--- config.mk ---
export PLATFORM = sky130hd
export DESIGN_NAME = bfsa_ctrl
export DESIGN_NICKNAME = d
export VERILOG_FILES = /design/src/bfsa_pkg.sv /design/src/bfsa_ctrl.sv
export SDC_FILE = /design/constraint.sdc
export NUM_CORES = 1
export LEC_CHECK = 0
export BUFFER_PORTS_ARGS = -buffer_cell sky130_fd_sc_hd__buf_2
export CAP_MARGIN = 10
export CORE_AREA = 2 2 39 41
export DETAILED_ROUTE_END_ITERATION = 12
export DIE_AREA = 0 0 41 43
export GPL_ROUTABILITY_DRIVEN = 0
export PLACE_DENSITY_LB_ADDON = 0.12
export SYNTH_ARGS = -nofsm -noshare
export SYNTH_HDL_FRONTEND = slang
export SYNTH_SLANG_ARGS = --single-unit
--- constraint.sdc ---
create_clock -name clk_i -period 1.66 [get_ports clk_i]
set_input_delay 0.332 -clock clk_i [delete_from_list [all_inputs] [get_ports clk_i]]
set_output_delay 0.332 -clock clk_i [all_outputs]
set_load 0.005 [all_outputs]
--- src/bfsa_pkg.sv ---
// Shared types and constants for the block free stack allocator.
// No dependencies; every other file imports this package.
package bfsa_pkg;

  localparam int MaxBlocks = 4096;
  localparam int IdW       = $clog2(MaxBlocks);
  localparam int CntW      = IdW + 1;
  localparam int BlockIdW  = 16;

  localparam logic CmdAlloc = 1'b0;
  localparam logic CmdFree  = 1'b1;

  typedef enum logic [1:0] {
    StOk    = 2'd0,
    StEmpty = 2'd1,
    StRange = 2'd2,
    StFree  = 2'd3
  } status_e;

  typedef struct packed {
    logic                cmd;
    logic [BlockIdW-1:0] block_id;
  } req_t;

  typedef struct packed {
    status_e         status;
    logic [IdW-1:0]  granted_id;
    logic [CntW-1:0] free_count;
  } rsp_t;

  typedef struct packed {
    logic capture;
    logic lookup;
    logic commit;
    logic refill;
  } ctrl_t;

endpackage

--- src/bfsa_ctrl.sv ---
// Controller state machine: sequences capture, lookup and commit of one beat, and refill.
// Depends on bfsa_pkg.
module bfsa_ctrl
  import bfsa_pkg::*;
(
  input  logic  clk_i,
  input  logic  rst_ni,
  input  logic  start,
  input  logic  cfg_valid_i,
  output logic  busy,
  output logic  cfg_ready_o,
  output logic  rsp_valid_o,
  output ctrl_t ctrl_o
);

  typedef enum logic [1:0] {
    Idle,
    Lookup,
    Commit
  } state_e;

  state_e state_q;
  logic   rsp_valid_q;

  always_comb begin
    busy           = (state_q != Idle);
    cfg_ready_o    = (state_q == Idle);
    ctrl_o.capture = (state_q == Idle) && start;
    ctrl_o.lookup  = (state_q == Lookup);
    ctrl_o.commit  = (state_q == Commit);
    ctrl_o.refill  = (state_q == Idle) && cfg_valid_i;
  end

  always_ff @(posedge clk_i or negedge rst_ni) begin
    if (!rst_ni) begin
      state_q     <= Idle;
      rsp_valid_q <= 1'b0;
    end else begin
      rsp_valid_q <= (state_q == Commit);
      case (state_q)
        Idle: begin
          if (start) begin
            state_q <= Lookup;
          end
        end
        Lookup: begin
          state_q <= Commit;
        end
        Commit: begin
          state_q <= Idle;
        end
        default: begin
          state_q <= Idle;
        end
      endcase
    end
  end

  assign rsp_valid_o = rsp_valid_q;

  a_accept_to_lookup: assert property (@(posedge clk_i) disable iff (!rst_ni)
    (start && !busy) |=> (state_q == Lookup))
    else $error("accepted beat did not advance to lookup");

  a_strobe_after_commit: assert property (@(posedge clk_i) disable iff (!rst_ni)
    rsp_valid_o |-> ($past(state_q) == Commit))
    else $error("result strobe without commit");

endmodule

==> run summary <==
RUN STATUS
-----------------------------------------------------------------------------
Result of the run                                                finished clean

SYNTH
-----------------------------------------------------------------------------
Count of mapped cells out of synthesis                                     11
Net count after synthesis                                                  15
Number of warning messages in the yosys log                                 0
Register area share after synthesis                                     59.4%
Flop and latch count out of synthesis                                       3
Count of different cell masters after synthesis                             5
Total standard cell area after synthesis                             126 um^2
Average footprint of a synthesized cell                             11.5 um^2

SETUP PATH
-----------------------------------------------------------------------------
End of the worst register-to-register path                       state_q[0]$_DFFE_PN0P_
Worst-path cell chain                                            or2_1, buf_2
Crit path kind                                                   register to output pin
Dominant delay contributor by cell family on the critical path     flip-flops
Cell type of the slowest stage on the worst timing path               dfrtp_1
Setup crit end kind                                                output pin
Internal reg-to-reg setup slack                                       0.91 ns
Type of element launching the critical path                          register
Largest driver fanout on the critical path                                  8
Count of cells along the worst register-to-register path                    1
Worst Path Buf+Inv                                                          1
CP arrival                                                            1.03 ns
Data required time at the worst endpoint                              1.33 ns
CP peak stage delay                                                   0.44 ns
Reg2Reg Launch Point                                             state_q[0]$_DFFE_PN0P_

PLACED DESIGN
-----------------------------------------------------------------------------
Number of buffers inserted by port buffering                               10
Post-placement cell count                                                  37
HPWL Detailed                                                          242 um
Cell area after placement                                            196 um^2
Worst setup slack before clock tree synthesis                        0.528 ns

POWER AND IR DROP
-----------------------------------------------------------------------------
Tot Pwr                                                                271 uW
VDD IR max                                                           0.281 mV
Power per cell area                                              1160 mW/mm^2
Leakage                                                              0.121 nW

ROUTE
-----------------------------------------------------------------------------
Detailed Routing Iterations Pass 1                                          2
Number of nets still failing antenna checks after routing                   0
Aggregate routed wire length                                           315 um
Number of design rule violations left after detail routing                  0
Via/cell ratio                                                           3.10
Drt first-iter violations                                                   1
Routed WL per cell                                                    7.50 um
DR vias                                                                   130

FLOORPLAN
-----------------------------------------------------------------------------
Vertical die dimension                                                  43 um
Rows                                                                       14
Die Area                                                         0.00176 mm^2
Die W                                                                   41 um
Area of the core region                                          0.00138 mm^2
Io pins                                                                    11
Effective utilization at floorplan                                      9.13%

GLOBAL ROUTING
-----------------------------------------------------------------------------
Residual overflow from global routing                                       0
Maximum number of pins on one net before global-route repair                9
Number of global-route vias before repair                                 129
Antenna violations before repair                                            0
Global routing usage summed across all routing layers                   5.23%
Wire length of the first global-routing pass                           510 um

CTS
-----------------------------------------------------------------------------
Number of buffers added by the clock tree synthesis step                    3
CTS max path bufs                                                           2
Post-cts resize count                                                       0
Worst-skew pair later-pin latency                                     0.23 ns
H-tree Lvls                                                                 1
TritonCTS Sinks                                                             3
Clock Pin Slew Worst Setup and Hold Paths                             0.03 ns
Root buffer cell                                                     clkbuf_4
Clock tree from TritonCTS                                               built

STA
-----------------------------------------------------------------------------
Final worst path period need                                          1.37 ns
Transition time of the tightest slew-check pin                       0.218 ns
Final count of hold timing violations                                       0
Achievable frequency                                                  732 MHz
Layout Skew                                                        0.00345 ns
Setup repair after global routing missed its margin                     false
Smallest hold slack                                                  0.378 ns
Max-Slew Margin vs Limit                                                85.4%
Setup tns final                                                          0 ns
Ratio of final minimum period to clock period                           82.3%
Count of final setup violators                                              0
Fin. max-slew vios                                                          0
Smallest setup slack after layout                                    0.294 ns

FINISH
-----------------------------------------------------------------------------
Layout Utilization                                                      16.8%
Number of nets in the finished design                                      31
Final Instance Count excl. Fillers                                         42
Area taken by flip-flops and latches                                75.1 um^2
Share of layout cells above drive strength 1                            50.0%
Synthesis-to-layout area growth                                         84.2%
Fillers                                                                   156
Summed area of non-filler cells in the final layout                  233 um^2
Area occupied by multi-input gates                                  51.3 um^2
Antenna cell count                                                          0

HOLD PATH
-----------------------------------------------------------------------------
Path type of the worst min-delay path                            primary input to register
Hold-critical path depth                                                    2
Worst hold path startpoint                                              start
Worst Hold End                                                   state_q[0]$_DFFE_PN0P_

JOB
-----------------------------------------------------------------------------
Total of max-cap violations                                                 0

[kinds of logic (layout without fill, tap and decap cells)]
family	after synthesis	count (layout)	synth area share, %
buffers and inverters	0	15	0
AND/OR/NAND/NOR	8	8	40.6
flip-flops	3	3	59.4
[what timing repair did]
item                      in CTS  in global routing
hold endpoints to repair       3                  0
hold buffers                   1                  0
buffers inserted               0                  0
[layout make-up]
type,count,share of cell area (%)
clock buffer,4,11.3
tap,16,8.60
sequential,3,32.3
timing repair buffer,11,25.8
multi-input combinational,8,22.0
[placed cells by master (no fill, tap or decap)]
| cell | instances |
|---|---|
| buf_2 | 10 |
| nor2b_1 | 3 |
| nor3b_1 | 3 |
| clkbuf_4 | 3 |
| dfrtp_1 | 3 |
| or2_1 | 1 |
| nor2_1 | 1 |
| clkbuf_1 | 1 |
| dlygate4sd3_1 | 1 |
[worst max path at each step]
stage / start / end / cells after the start
6_report: state_q[0]$_DFFE_PN0P_ / busy / 2
5_1_grt: state_q[0]$_DFFE_PN0P_ / ctrl_o[0] / 2
4_1_cts: state_q[0]$_DFFE_PN0P_ / busy / 2
3_5_place_dp: state_q[0]$_DFFE_PN0P_ / busy / 2
3_3_place_gp: state_q[0]$_DFFE_PN0P_ / busy / 2
2_1_floorplan: state_q[0]$_DFFE_PN0P_ / busy / 1
[layer usage]
layer	track usage, %	up-vias	part of all wire (%)
li1	-	67	-
met1	4.19	56	33
met2	5.63	7	57
met3	6.28	0	9.8
met4	6.00	0	0
met5	0	-	0
[cells in the mapped netlist]
| library cell | number | area [um^2] |
|---|---|---|
| or2_1 | 1 | 6.26 |
| nor2b_1 | 3 | 18.8 |
| nor3b_1 | 3 | 22.5 |
| dfrtp_1 | 3 | 75.1 |
| nor2_1 | 1 | 3.75 |
[registers in the layout (all words and copies together), names as in the netlist]
name	cells
state_q	2
rsp_valid_o	1
[power by group]
group          internal (mW)  leakage (nW)  switching [mW]
registers             0.0827        0.0391          0.0124
logic                 0.0308        0.0667          0.0194
clock network         0.0899        0.0150          0.0355
Note: power is estimated with default switching activity, not from simulation.
